--- config.mk ---
export PLATFORM = sky130hd
export DESIGN_NAME = ldrc_ctrl
export DESIGN_NICKNAME = d
export VERILOG_FILES = /design/src/rtl/ldrc_pkg.sv /design/src/rtl/ldrc_ctrl.sv
export VERILOG_INCLUDE_DIRS = /design/src /design/src/rtl
export SDC_FILE = /design/constraint.sdc
export NUM_CORES = 1
export LEC_CHECK = 0
export CAP_MARGIN = 0
export CORE_AREA = 2 2 43 45
export DETAILED_ROUTE_END_ITERATION = 10
export DIE_AREA = 0 0 45 47
export DONT_BUFFER_PORTS = 1
export PLACE_DENSITY = 0.88
export SYNTH_ARGS = -nofsm -noshare
export SYNTH_HDL_FRONTEND = slang
export SYNTH_SLANG_ARGS = --single-unit
--- constraint.sdc ---
create_clock -name clk -period 5.6 [get_ports clk]
set_input_delay 1.12 -clock clk [delete_from_list [all_inputs] [get_ports clk]]
set_output_delay 1.12 -clock clk [all_outputs]
set_load 0.005 [all_outputs]
--- src/rtl/linear_diophantine_range_count_macros.svh ---
// ---------------------------------------------------------------------------
// Assertion macros
// Clocked assertion helpers. They expect clk and rst_n in the using scope.
// ---------------------------------------------------------------------------
`ifndef LINEAR_DIOPHANTINE_RANGE_COUNT_MACROS_SVH
`define LINEAR_DIOPHANTINE_RANGE_COUNT_MACROS_SVH

`ifndef SYNTHESIS

// condition holds at every edge out of reset
`define LDRC_ASSERT(lbl, cond) \
  lbl: assert property (@(posedge clk) disable iff (!rst_n) (cond)) \
    else $error("ldrc assertion failed");

// same-cycle implication
`define LDRC_ASSERT_IMPL(lbl, ante, cons) \
  lbl: assert property (@(posedge clk) disable iff (!rst_n) (ante) |-> (cons)) \
    else $error("ldrc assertion failed");

// next-cycle implication
`define LDRC_ASSERT_NEXT(lbl, ante, cons) \
  lbl: assert property (@(posedge clk) disable iff (!rst_n) (ante) |=> (cons)) \
    else $error("ldrc assertion failed");

`else

`define LDRC_ASSERT(lbl, cond)
`define LDRC_ASSERT_IMPL(lbl, ante, cons)
`define LDRC_ASSERT_NEXT(lbl, ante, cons)

`endif

`endif

--- src/rtl/ldrc_pkg.sv ---
// ---------------------------------------------------------------------------
// ldrc_pkg
// Shared types for the Diophantine range counter: result codes, datapath
// operations, controller states and the command/status bundles.
// ---------------------------------------------------------------------------
package ldrc_pkg;

  typedef enum logic [1:0] {
    STATUS_COUNTED     = 2'd0,
    STATUS_NO_SOLUTION = 2'd1,
    STATUS_ZERO_COEF   = 2'd2
  } status_t;

  // one datapath micro-operation per cycle
  typedef enum logic [4:0] {
    OP_NONE,
    OP_LOAD,
    OP_EU_DIV,
    OP_EU_Q,
    OP_EU_STEP,
    OP_GCD,
    OP_CG,
    OP_BP,
    OP_AP,
    OP_XR,
    OP_CM,
    OP_X0M,
    OP_X0,
    OP_LW,
    OP_UW,
    OP_ORIENT,
    OP_XL,
    OP_XH,
    OP_CNT_ZERO,
    OP_F1,
    OP_F1W,
    OP_F2W
  } dp_op_t;

  typedef enum logic [4:0] {
    S_IDLE,
    S_CHECK,
    S_EU_TEST,
    S_EU_DIV_W,
    S_EU_MUL_W,
    S_GCD_W,
    S_BP_W,
    S_AP_W,
    S_XR_W,
    S_CM_W,
    S_X0M_W,
    S_X0_W,
    S_LW_W,
    S_UW_W,
    S_ORIENT,
    S_XL_W,
    S_XH_W,
    S_CNT_CHK,
    S_F1_W,
    S_F2_W,
    S_FINISH
  } ctrl_state_t;

  typedef struct packed {
    dp_op_t  op;
    logic    out_load;
    status_t out_status;
  } ldrc_cmd_t;

  typedef struct packed {
    logic zero_coef;
    logic r1_zero;
    logic div_done;
    logic mul_done;
    logic div_rem_nz;
    logic range_empty;
  } ldrc_sts_t;

endpackage

--- src/rtl/ldrc_ctrl.sv ---
// ---------------------------------------------------------------------------
// ldrc_ctrl
// Sequencer: walks one item through Euclid, the clipping steps and the
// final count, and owns both handshakes.
// ---------------------------------------------------------------------------
`include "linear_diophantine_range_count_macros.svh"

module ldrc_ctrl (
  input  logic                clk,
  input  logic                rst_n,
  input  logic                in_valid,
  output logic                in_stall,
  output logic                out_valid,
  input  logic                out_stall,
  output ldrc_pkg::ldrc_cmd_t cmd,
  input  ldrc_pkg::ldrc_sts_t sts
);

  import ldrc_pkg::*;

  ctrl_state_t state_r, state_nxt;
  status_t     status_r, status_nxt;
  logic        out_valid_r, out_valid_nxt;

  always_ff @(posedge clk) begin
    if (!rst_n) begin
      state_r     <= S_IDLE;
      status_r    <= STATUS_COUNTED;
      out_valid_r <= 1'b0;
    end else begin
      state_r     <= state_nxt;
      status_r    <= status_nxt;
      out_valid_r <= out_valid_nxt;
    end
  end

  always_comb begin
    state_nxt      = state_r;
    status_nxt     = status_r;
    out_valid_nxt  = out_valid_r && out_stall;
    cmd.op         = OP_NONE;
    cmd.out_load   = 1'b0;
    cmd.out_status = status_r;
    unique case (state_r)
      S_IDLE: begin
        if (in_valid) begin
          cmd.op    = OP_LOAD;
          state_nxt = S_CHECK;
        end
      end
      S_CHECK: begin
        if (sts.zero_coef) begin
          status_nxt = STATUS_ZERO_COEF;
          state_nxt  = S_FINISH;
        end else begin
          state_nxt = S_EU_TEST;
        end
      end
      S_EU_TEST: begin
        if (sts.r1_zero) begin
          cmd.op    = OP_GCD;
          state_nxt = S_GCD_W;
        end else begin
          cmd.op    = OP_EU_DIV;
          state_nxt = S_EU_DIV_W;
        end
      end
      S_EU_DIV_W: begin
        if (sts.div_done) begin
          cmd.op    = OP_EU_Q;
          state_nxt = S_EU_MUL_W;
        end
      end
      S_EU_MUL_W: begin
        if (sts.mul_done) begin
          cmd.op    = OP_EU_STEP;
          state_nxt = S_EU_TEST;
        end
      end
      S_GCD_W: begin
        if (sts.div_done) begin
          if (sts.div_rem_nz) begin
            status_nxt = STATUS_NO_SOLUTION;
            state_nxt  = S_FINISH;
          end else begin
            cmd.op    = OP_CG;
            state_nxt = S_BP_W;
          end
        end
      end
      S_BP_W: begin
        if (sts.div_done) begin
          cmd.op    = OP_BP;
          state_nxt = S_AP_W;
        end
      end
      S_AP_W: begin
        if (sts.div_done) begin
          cmd.op    = OP_AP;
          state_nxt = S_XR_W;
        end
      end
      S_XR_W: begin
        if (sts.div_done) begin
          cmd.op    = OP_XR;
          state_nxt = S_CM_W;
        end
      end
      S_CM_W: begin
        if (sts.div_done) begin
          cmd.op    = OP_CM;
          state_nxt = S_X0M_W;
        end
      end
      S_X0M_W: begin
        if (sts.mul_done) begin
          cmd.op    = OP_X0M;
          state_nxt = S_X0_W;
        end
      end
      S_X0_W: begin
        if (sts.div_done) begin
          cmd.op    = OP_X0;
          state_nxt = S_LW_W;
        end
      end
      S_LW_W: begin
        if (sts.mul_done) begin
          cmd.op    = OP_LW;
          state_nxt = S_UW_W;
        end
      end
      S_UW_W: begin
        if (sts.mul_done) begin
          cmd.op    = OP_UW;
          state_nxt = S_ORIENT;
        end
      end
      S_ORIENT: begin
        cmd.op    = OP_ORIENT;
        state_nxt = S_XL_W;
      end
      S_XL_W: begin
        if (sts.div_done) begin
          cmd.op    = OP_XL;
          state_nxt = S_XH_W;
        end
      end
      S_XH_W: begin
        if (sts.div_done) begin
          cmd.op    = OP_XH;
          state_nxt = S_CNT_CHK;
        end
      end
      S_CNT_CHK: begin
        status_nxt = STATUS_COUNTED;
        if (sts.range_empty) begin
          cmd.op    = OP_CNT_ZERO;
          state_nxt = S_FINISH;
        end else begin
          cmd.op    = OP_F1;
          state_nxt = S_F1_W;
        end
      end
      S_F1_W: begin
        if (sts.div_done) begin
          cmd.op    = OP_F1W;
          state_nxt = S_F2_W;
        end
      end
      S_F2_W: begin
        if (sts.div_done) begin
          cmd.op    = OP_F2W;
          state_nxt = S_FINISH;
        end
      end
      S_FINISH: begin
        if (!out_valid_r || !out_stall) begin
          cmd.out_load  = 1'b1;
          out_valid_nxt = 1'b1;
          state_nxt     = S_IDLE;
        end
      end
      default: begin
        state_nxt = S_IDLE;
      end
    endcase
  end

  assign in_stall  = (state_r != S_IDLE) || !rst_n;
  assign out_valid = out_valid_r;

  `LDRC_ASSERT(a_units_exclusive, !(sts.div_done && sts.mul_done))
  `LDRC_ASSERT_IMPL(a_out_from_finish, $rose(out_valid_r), $past(state_r) == S_FINISH)
  `LDRC_ASSERT_NEXT(a_accept_to_check, in_valid && !in_stall, state_r == S_CHECK)

endmodule

; ---- Word-level counts from Yosys, hierarchy flattened
; Index checks and enable logic that the tools add are counted.
[word_totals]
input_bits = 10
output_inout_bits = 10
wordCells = 103
reg_bits = 8
[op_classes]
n_mux = 50
n_reduce_logical = 11
n_eq_ne = 39
[ops]
columns = operator, n
row1 = $mux 5, 23
row2 = $pmux 5 s21, 1
row3 = $pmux 5 s19, 1
row4 = $eq 5x4->1 const B, 8
row5 = $ne 2x2->1 const B, 19
row6 = $mux 4, 7
row7 = $eq 5x5->1 const B, 5
row8 = $mux 3, 7
row9 = $eq 5x3->1 const B, 4
row10 = $reduce_and 17->1, 1
row11 = $eq 5x2->1 const B, 2
row12 = $mux 2, 4
row13 = $mux 1, 6
row14 = $pmux 2 s3, 1
row15 = $eq 5x1->1 const B, 1
row16 = $logic_not 5->1, 1
row17 = $reduce_bool 5->1, 1
row18 = $reduce_and 4->1, 1
row19 = $logic_not 1->1, 3
row20 = $reduce_bool 3->1, 1
row21 = $logic_or 1x1->1, 2
row22 = $logic_and 1x1->1, 1

; ---- Depth between registers and ports, before layout
; Gate-level depths: netlist of the first run.
[logic_depth]
depth_word = 4
depth_mapped = 7
mapped_depth_nobuf = 5

; ---- Least setup slack after synthesis of the first run
; OpenSTA, ideal clock, no wires.
[synth_timing]
kind = input to output
startpoint = in sts[3] (netlist bit)
endpoint = out cmd[3] (netlist bit)
cell_stages = 6
n_path_buf = 1
t_arrival_ps = 2031
slack_ps = 2449
required_time_ps = 4480
cell_sequence = clkbuf_1 -> nor2b_1 -> a21o_1 -> a32oi_1 -> nand3_1 -> a21o_1
[synth_lines]
columns = item, line
row1 = start: declaration, ldrc_ctrl.sv:16  ; input ldrc_pkg::ldrc_sts_t sts
row2 = end: declaration, ldrc_ctrl.sv:15  ; output ldrc_pkg::ldrc_cmd_t cmd,

==> metrics.yaml, run 1 <==
status:
  result_of_the_run: "finished clean"
synthesis:
  post_synth_num_cell_types: 45
  synth.avg_cell_area_um2: 6.92
  synth-edff-count: 0
  synthesized_netlist_cell_count: 149
  synth-seq-cells: 8
  synth.yosys.seq_area_share_pct: 15.5
  netlist_area_mm2: 0.00103
  most_common_flop_cell_mapped_by_yosys: "dfxtp_1"
  synth_fp_nets: 159
  yosys_warnings: 0
  ys_async_sr_fraction_pct: 0
global_route:
  grt_first_pass_wirelength_um: 4310
  grt_max_degree: 34
  global_route.usage.total_pct: 27.2
  first_global_vias: 975
  gr-total-overflow: 0
  grt_antenna_before_repair: 0
timing:
  fin_setup_tns_ns: 0
  highest_clock_rate_ghz: 0.310
  finalWorstSetupSlack_ns: 2.38
  fin_crit_ns: 3.22
  slew_headroom_pct: 36.1
  layout_worst_path_cycle_share_pct: 57.5
  worst_clk_skew_ns: 0.000263
  finalSetupViolations: 0
  transition_at_the_pin_with_the_smallest_max_transition_slack_ns: 0.958
  rsz0062_at_grt: "no"
  finalHoldViolCount: 0
  timing_max_transition_violations_final: 0
routing:
  detail_route.wirelength_um: 2630
  route.top_layer_used: "met4"
  met2_wirelength_um: 1250
  drtIter0Drc: 39
  via_count: 1098
  route.detailed.wl_per_inst_um: 16.8
  post_route_met1_wirelength_um: 1080
  wl_met3_um: 274
  dr.pass1.iters: 4
  routed_via_density: 7.04
  remaining_drc_errors: 0
  route.antenna.remaining_nets: 0
final_layout:
  layout-area-overhead-vs-synth_pct: -1.94
  drive_above_1_share_pct: 5.76
  antennaDiodeCount: 0
  layout.nets: 151
placed_design:
  place.gp.congestion: 0.966
  place_worst_setup_slack_ns: 2.54
  placed_wire_length_estimate_um: 1910
  placement.io_buffers: 0
power_and_ir_drop:
  pwr_density_cell_mw_per_mm2: 387
  vdd_ir_drop_max_mv: 0.215
  power_leakage_nw: 0.343
setup_path:
  critPathKind: "flip-flop to output pin"
  critical_path_launch_point_type: "flip-flop"
  timing.critical_path.fanout_max: 33
  worstPathArrival_ns: 2.10
  end_kind: "output pin"
  worstPathBufferInverterCount: 0
  worst_path_largest_cell_delay_ns: 0.94
  worstPathRequired_ns: 4.48
  critPathTopFamily: "flip-flops"
  path_cells: "or2_4 -> mux2i_1 -> a2bb2oi_1 -> o21ai_0 -> a21o_1"
  timing.critical_path.slowest_stage_cell: "dfxtp_1"
min_path:
  hold_path.class: "flip-flop to flip-flop"
clock_tree:
  clock_path_buffers: 2
  cts_hold_buffers: 0
  worst_setup_hold_path_clk_slew_ns: 0.05
  ctsHtreeMaxLevel: 1
  cts_setup_buffers: 0
  clock_tree_sinks: 8
  clk_root_buffer_cell: "clkbuf_4"
  tritoncts.num_buffers: 3
  tritoncts: "yes"
  clock_insertion_delay_worst_skew_ns: 0.24
  cts_resized: 0
floorplanning:
  row_count: 15
  core_area_mm2: 0.00165
  die_width_um: 45
  initial_core_util_pct: 62.4
  boundaryPins: 20
  dieArea_mm2: 0.00212
  die_y_um: 47
job:
  maxCapViolations: 0
## metal layers
layer | up-vias | track usage, %
li1 | 538 | -
met2 | 68 | 44.6
met4 | 0 | 8.82
met3 | 2 | 3.46
met5 | - | 0
met1 | 490 | 37.0
## metrics by stage
stage / area, um^2 / std cells / hold slack (ns) / utilization, % / total power, mW
2_1_floorplan: 1030 / 149 / 0.448 / - / 0.313
6_report: 1010 / 156 / 0.474 / 61.2 / 0.392
3_5_place_dp: 988 / 153 / 0.468 / 59.8 / 0.345
4_1_cts: 1010 / 156 / 0.482 / 61.2 / 0.389
3_3_place_gp: 988 / 153 / 0.465 / 59.8 / 0.342
5_1_grt: 1010 / 156 / 0.507 / 61.2 / 0.426
## registers in the layout, indices dropped and copies added (netlist names)
| register | flops |
|---|---|
| state_r | 5 |
| status_r | 2 |
| out_valid | 1 |
## placed cells by master (no fill, tap or decap), types with 3 or more instances in the layout
| cell type | instances |
|---|---|
| nand2b_1 | 7 |
| clkbuf_4 | 3 |
| o211ai_1 | 4 |
| a22oi_1 | 3 |
| nand3b_1 | 4 |
| a21oi_1 | 12 |
| nor2_1 | 11 |
| nand3_1 | 8 |
| nand2_1 | 14 |
| dfxtp_1 | 8 |
| nor3b_1 | 3 |
| nor2b_1 | 6 |
| o21ai_0 | 13 |
## path summary, 6_finish.rpt
check               from  slack, ns  cells after the start     endpoint
max           state_r[4]       2.38                      5       cmd[3]
min          status_r[1]       0.47                      2  status_r[1]
max reg2reg   state_r[0]       3.19                      5   state_r[0]
min reg2reg  status_r[1]       0.47                      2  status_r[1]
## report_power, final
group	internal [mW]	switching, mW	total (mW)
clock network	0.0243	0.0166	0.0409
logic	0.0996	0.119	0.219
registers	0.0684	0.0637	0.132
total	0.192	0.199	0.392
## layout make-up
class | instances | area [um^2]
multi-input cells | 126 | 800
flip-flops and latches | 8 | 160
well taps | 17 | 21.3
fillers | 149 | 641
inverters | 2 | 7.51
clock buffers | 3 | 22.5
## tightest hold or removal path, stage by stage (launching register included)
cell	delay (ns)
dfxtp_1	0.32
nand2_1	0.06
a21oi_1	0.05
## cells in the mapped netlist, drive strengths merged (3+ instances only)
| cell | count | area, um^2 |
|---|---|---|
| nand3 | 8 | 40.0 |
| a22oi | 3 | 22.5 |
| nand3b | 4 | 30.0 |
| dfxtp | 8 | 160 |
| nor2b | 6 | 37.5 |
| o211ai | 5 | 51.3 |
| a21oi | 12 | 60.1 |
| nor3b | 3 | 22.5 |
| buf | 7 | 41.3 |
| clkbuf | 6 | 22.5 |
| nand2b | 7 | 43.8 |
| nand2 | 14 | 52.6 |
| o21ai | 13 | 65.1 |
| nor2 | 11 | 41.3 |
## cell families after synthesis
kind of cell / Yosys count / synth area share, %
simple gates: 71 / 38.4
mux: 3 / 3.03
compound gates: 50 / 34.5
buf+inv: 15 / 6.92
xor+xnor: 2 / 1.70
flops: 8 / 15.5
Note: power is estimated with default switching activity, not from simulation.
==> run 2, diff against run 1 <==
- CORE_AREA: 2 2 43 45 -> 2 2 44 46
- DIE_AREA: 0 0 45 47 -> 0 0 46 48
- PLACE_DENSITY: 0.88 -> 0.85
- clock period: 5.6 -> 3.1 ns (I/O delays scaled with it)
==> run 2 against run 1 <==
  * Via count increased by 4.0%
  * Combinational power increased by 77%
  * Final cell count unchanged
  * Critical endpoint unchanged
  * Largest power group unchanged
==> metrics.yaml, run 2 (synthesis gave the netlist of run 1 again) <==
routing:
  wl_met3_um: 261  # -4.7%
  via_count: 1142  # +4.0%
  post_route_met1_wirelength_um: 1110  # +2.9%
  remaining_drc_errors: 0  # unchanged
  dr.pass1.iters: 4  # unchanged
  route.top_layer_used: "met4"
  met2_wirelength_um: 1210  # -2.7%
  route.antenna.remaining_nets: 0  # unchanged
  routed_via_density: 7.32  # +4.0%
  drtIter0Drc: 54  # +38%
  detail_route.wirelength_um: 2700  # +3.0%
  route.detailed.wl_per_inst_um: 17.3  # +3.0%
timing:
  rsz0062_at_grt: "no"
  fin_setup_tns_ns: 0  # unchanged
  worst_clk_skew_ns: 0.00921  # +0.00895 ns
  layout_worst_path_cycle_share_pct: 87.6
  slew_headroom_pct: 34.1  # -1.9 points
  highest_clock_rate_ghz: 0.368
  finalHoldViolCount: 0  # unchanged
  timing_max_transition_violations_final: 0  # unchanged
  fin_crit_ns: 2.72
  finalWorstSetupSlack_ns: 0.384  # -1.99 ns
  finalSetupViolations: 0  # unchanged
  transition_at_the_pin_with_the_smallest_max_transition_slack_ns: 0.987  # +0.0287 ns
setup_path:
  worst_path_largest_cell_delay_ns: 0.96  # +0.02 ns
  critical-path-top-cell-by-count: "a21o_1"
  critical_path_launch_point_type: "flip-flop"
  worstPathRequired_ns: 2.48  # -2.00 ns
  critPathKind: "flip-flop to output pin"
  critPathTopFamily: "flip-flops"
  worstPathArrival_ns: 2.10  # about the same
  worstPathBufferInverterCount: 0  # unchanged
  timing.critical_path.slowest_stage_cell: "dfxtp_1"
  end_kind: "output pin"
  timing.critical_path.fanout_max: 33  # unchanged
  path_cells: "nor2b_1 -> a21o_1 -> a32oi_1 -> nand3_1 -> a21o_1"
global_route:
  gr-total-overflow: 0  # unchanged
  grt_antenna_before_repair: 0  # unchanged
  grt_max_degree: 34  # unchanged
  grt_first_pass_wirelength_um: 4470  # +3.7%
  first_global_vias: 983  # +0.82%
  global_route.usage.total_pct: 28.1  # +0.99 points
power_and_ir_drop:
  power.total_mw: 0.709  # +81%
  power_leakage_nw: 0.343  # unchanged
  pwr_density_cell_mw_per_mm2: 702  # +81%
  vdd_ir_drop_max_mv: 0.515  # +140%
final_layout:
  area_used_by_multi_input_combinational_logic_um2: 800  # unchanged
  mostFrequentLayoutCell: "nand2_1"
  sequential_cell_area_um2: 160  # unchanged
  nFillCells: 153  # +2.7%
  layout-area-overhead-vs-synth_pct: -1.94  # unchanged
  largest_reg_flops: 5  # unchanged
  drive_above_1_share_pct: 5.76  # unchanged
  layout.nets: 151  # unchanged
  mostFrequentLayoutCells: "nand2_1, o21ai_0, a21oi_1"
  layout.core_utilization_pct: 59.9  # -1.4 points
  post_layout_nonfiller_instances: 156  # unchanged
  antennaDiodeCount: 0  # unchanged
  registers.top_by_ff_count: "state_r"
clock_tree:
  tritoncts.num_buffers: 3  # unchanged
  worst_setup_hold_path_clk_slew_ns: 0.06  # about the same
  clock_tree_sinks: 8  # unchanged
  clock_insertion_delay_worst_skew_ns: 0.26  # +0.02 ns
  clk_root_buffer_cell: "clkbuf_4"
  ctsHtreeMaxLevel: 1  # unchanged
  cts_setup_buffers: 0  # unchanged
  tritoncts: "yes"
  cts_resized: 0  # unchanged
  cts_hold_buffers: 0  # unchanged
  clock_path_buffers: 2  # unchanged
floorplanning:
  core_area_mm2: 0.00169  # +2.3%
  dieArea_mm2: 0.00221  # +4.4%
  initial_core_util_pct: 61.0  # -1.4 points
  row_count: 15  # unchanged
  boundaryPins: 20  # unchanged
  die_width_um: 46  # +2.2%
  die_y_um: 48  # +2.1%
min_path:
  hold_path.class: "flip-flop to flip-flop"
placed_design:
  placed_wire_length_estimate_um: 1900  # -0.55%
  placement.io_buffers: 0  # unchanged
  place_inst: 153  # unchanged
  place_worst_setup_slack_ns: 0.718  # -1.82 ns
  place.gp.congestion: 0.976  # +1.0%
status:
  result_of_the_run: "finished clean"
job:
  maxCapViolations: 0  # unchanged
==> run 2: cell counts in the layout (fill, tap and decap cells not counted) <==
No cell type changed its count.
==> run 2: worst register-to-register path, stage by stage (launching register included) <==
cell and delay, ns:
dfxtp_1 0.86, nand2b_1 0.31, a22oi_1 0.29, o32ai_1 0.17
or4_1 0.53, a21oi_1 0.12
==> run 2: final timing paths <==
kind,startpoint,slack (ns),end,cells past startpoint
min reg2reg,status_r[1],0.48,status_r[1],2
min,status_r[1],0.48,status_r[1],2
max,state_r[4],0.38,cmd[3],5
max reg2reg,state_r[0],0.75,state_r[0],5
==> run 2: layer usage <==
layer / GRT usage [%] / vias to the layer above
met1: 35.7 / 523
met5: 0 / -
met3: 4.15 / 13
li1: - / 542
met4: 17.1 / 0
met2: 45.0 / 64
==> run 2: cell type report <==
type                    instances  share of cell area (%)
multi-input cells             126                    79.1
clock buffers                   3                    2.23
flip-flops and latches          8                    15.8
well taps                      17                    2.10
inverters                       2                   0.743
==> run 2: metrics by stage <==
step | hold WS, ns | instance area (um^2)
floorplan | 0.448 | 1030
detailed placement | 0.471 | 988
global route | 0.512 | 1010
finish | 0.478 | 1010
global placement | 0.464 | 988
CTS | 0.486 | 1010
==> run 2: power by group <==
part	leakage [nW]	switching (mW)	internal [mW]
clock	0.0138	0.0374	0.0444
sequential	0.0650	0.116	0.123
combinational	0.265	0.208	0.180
total	0.343	0.362	0.348
==> run 3, diff against run 2 <==
- CORE_AREA: 2 2 44 46 -> 2 2 43 45
- CTS_BUF_LIST: not set -> sky130_fd_sc_hd__clkbuf_4
- DIE_AREA: 0 0 46 48 -> 0 0 45 47
- PLACE_DENSITY: 0.85 -> 0.88
==> run 3 against run 2 <==
  * Sequential power shrank 7%
  * Total power is 1.4% higher
  * Register-to-register slack worse by 0.07 ns
  * Flip-flop and latch count unchanged
  * Clock-buffer cell count is the same
  * Clock power shrank 3.2%
  * Die area is 4.2% lower
  * Highest routed layer unchanged
==> metrics.yaml, run 3 (synthesis gave the netlist of run 1 again) <==
setup_path:
  r2r.worst_path.cells: 5  # unchanged
  rrSetupSlack_ns: 0.68  # -0.07 ns
  setup.worst_path.end: "cmd[3]"
  end_kind: "output pin"
  critical_path_launch_point_type: "flip-flop"
  regToRegEndpoint: "state_r[0]"
  worstPathArrival_ns: 2.11  # about the same
  timing.critical_path.fanout_max: 24  # -27%
  worstPathRequired_ns: 2.48  # about the same
  critPathKind: "flip-flop to output pin"
  critPathLaunch: "state_r[2]"
  r2r-start: "state_r[0]"
timing:
  finalHoldViolCount: 0  # unchanged
  slew_headroom_pct: 38.7  # +4.5 points
  finalSetupViolations: 0  # unchanged
  highest_clock_rate_ghz: 0.366  # -0.52%
  fin_setup_tns_ns: 0  # unchanged
  layout_worst_path_cycle_share_pct: 88.1  # +0.46 points
  worst_clk_skew_ns: 0.00651  # -0.00270 ns
  rsz0062_at_grt: "no"
  fin_crit_ns: 2.73  # +0.0142 ns
  finalWorstSetupSlack_ns: 0.370  # -0.0142 ns
  transition_at_the_pin_with_the_smallest_max_transition_slack_ns: 0.919  # -0.0681 ns
  timing_max_transition_violations_final: 0  # unchanged
clock_tree:
  ctsHtreeMaxLevel: 1  # unchanged
  cts_setup_buffers: 0  # unchanged
  clock_tree_sinks: 8  # unchanged
  clock_path_buffers: 2  # unchanged
  worst_setup_hold_path_clk_slew_ns: 0.05  # about the same
  cts_hold_buffers: 0  # unchanged
  cts_resized: 0  # unchanged
  tritoncts: "yes"
  clk_root_buffer_cell: "clkbuf_4"
  clock_insertion_delay_worst_skew_ns: 0.26  # about the same
  tritoncts.num_buffers: 3  # unchanged
final_layout:
  nFillCells: 157  # +2.6%
  layout-area-overhead-vs-synth_pct: -1.21
  layout.nets: 152  # +0.66%
  mostFrequentLayoutCell: "nand2_1"
  mostFrequentLayoutCells: "nand2_1, o21ai_0, a21oi_1"
  antennaDiodeCount: 0  # unchanged
  registers.top_by_ff_count: "state_r"
  post_layout_nonfiller_instances: 157  # +0.64%
  largest_reg_flops: 5  # unchanged
  drive_above_1_share_pct: 6.43  # +0.67 points
routing:
  remaining_drc_errors: 0  # unchanged
  routed_via_density: 7.23  # -1.2%
  detail_route.wirelength_um: 2750  # +1.6%
  drtIter0Drc: 50  # -7.4%
  route.antenna.remaining_nets: 0  # unchanged
  via_count: 1135  # -0.61%
  dr.pass1.iters: 4  # unchanged
  route.detailed.wl_per_inst_um: 17.5  # +0.91%
floorplanning:
  row_count: 15  # unchanged
  die_width_um: 45  # -2.2%
  dieArea_mm2: 0.00212  # -4.2%
  core_area_mm2: 0.00165  # -2.2%
  die_y_um: 47  # -2.1%
  initial_core_util_pct: 62.4  # +1.4 points
  boundaryPins: 20  # unchanged
power_and_ir_drop:
  power_leakage_nw: 0.349  # +1.6%
  pwr_density_cell_mw_per_mm2: 706  # +0.66%
  vdd_ir_drop_max_mv: 0.508  # -1.4%
global_route:
  global_route.usage.total_pct: 29.0  # +0.84 points
  grt_max_degree: 34  # unchanged
  grt_first_pass_wirelength_um: 4550  # +1.9%
  grt_use_met3_pct: 5.38  # +1.2 points
  first_global_vias: 1014  # +3.2%
  gr-total-overflow: 0  # unchanged
  grtUsageMet1_pct: 37.3  # +1.6 points
  grt_util_met2_pct: 46.0  # +1.0 points
  global_route.peak_usage_layer: "met2"
  grt_antenna_before_repair: 0  # unchanged
min_path:
  min_from: "status_r[0]"
  holdPathStages: 2  # unchanged
  hold_path.class: "flip-flop to flip-flop"
placed_design:
  placement.io_buffers: 0  # unchanged
  placed_wire_length_estimate_um: 1990  # +4.7%
  place.gp.congestion: 0.979  # +0.25%
  place_worst_setup_slack_ns: 0.707  # -0.0108 ns
  place_inst: 154  # +0.65%
job:
  maxCapViolations: 0  # unchanged
status:
  result_of_the_run: "finished clean"
==> run 3: cell count changes in the layout (fill, tap and decap cells not counted), sizes merged <==
cell / change
buf: +1
==> run 3: metrics by stage <==
stage	power [mW]	util [%]	hold slack [ns]	instance area, um^2
global placement	0.613	60.3	0.466	996
detailed placement	0.631	60.3	0.467	996
global route	0.779	61.7	0.502	1020
finish	0.719	61.7	0.473	1020
CTS	0.714	61.7	0.477	1020
floorplan	0.566	-	0.448	1030
==> run 3: per-layer routing <==
metal,vias to the layer above,wire [um]
li1,543,-
met1,517,1140
met2,67,1280
met3,8,273
met4,0,49
met5,-,0
==> run 3: layout make-up <==
type                            instances  area, um^2  share of cell area (%)
Inverter                                2        7.51                   0.737
Tap cell                               17        21.3                    2.09
Timing Repair Buffer                    1        7.51                   0.737
Sequential cell                         8         160                    15.7
Clock buffer                            3        22.5                    2.21
Multi-Input combinational cell        126         800                    78.5
==> run 3: worst min path at each step <==
stage	end	slack [ns]
after detailed placement	status_r[0]	0.47
after global routing	status_r[1]	0.50
final	status_r[0]	0.47
after floorplan	status_r[0]	0.45
after global placement	status_r[0]	0.47
after CTS	status_r[0]	0.48
==> run 3: worst max-delay path: stages, from the launching register on <==
cell       delay (ns)
dfxtp_1          0.90
nor2_1           0.26
nand2_1          0.18
a2bb2oi_1        0.16
o21ai_0          0.10
a21o_1           0.23
==> run 3: where the power goes <==
group          leakage (nW)  switching (mW)  internal [mW]
registers            0.0650           0.101          0.124
clock network        0.0138          0.0349         0.0442
logic                 0.270           0.231          0.184
total                 0.349           0.367          0.352
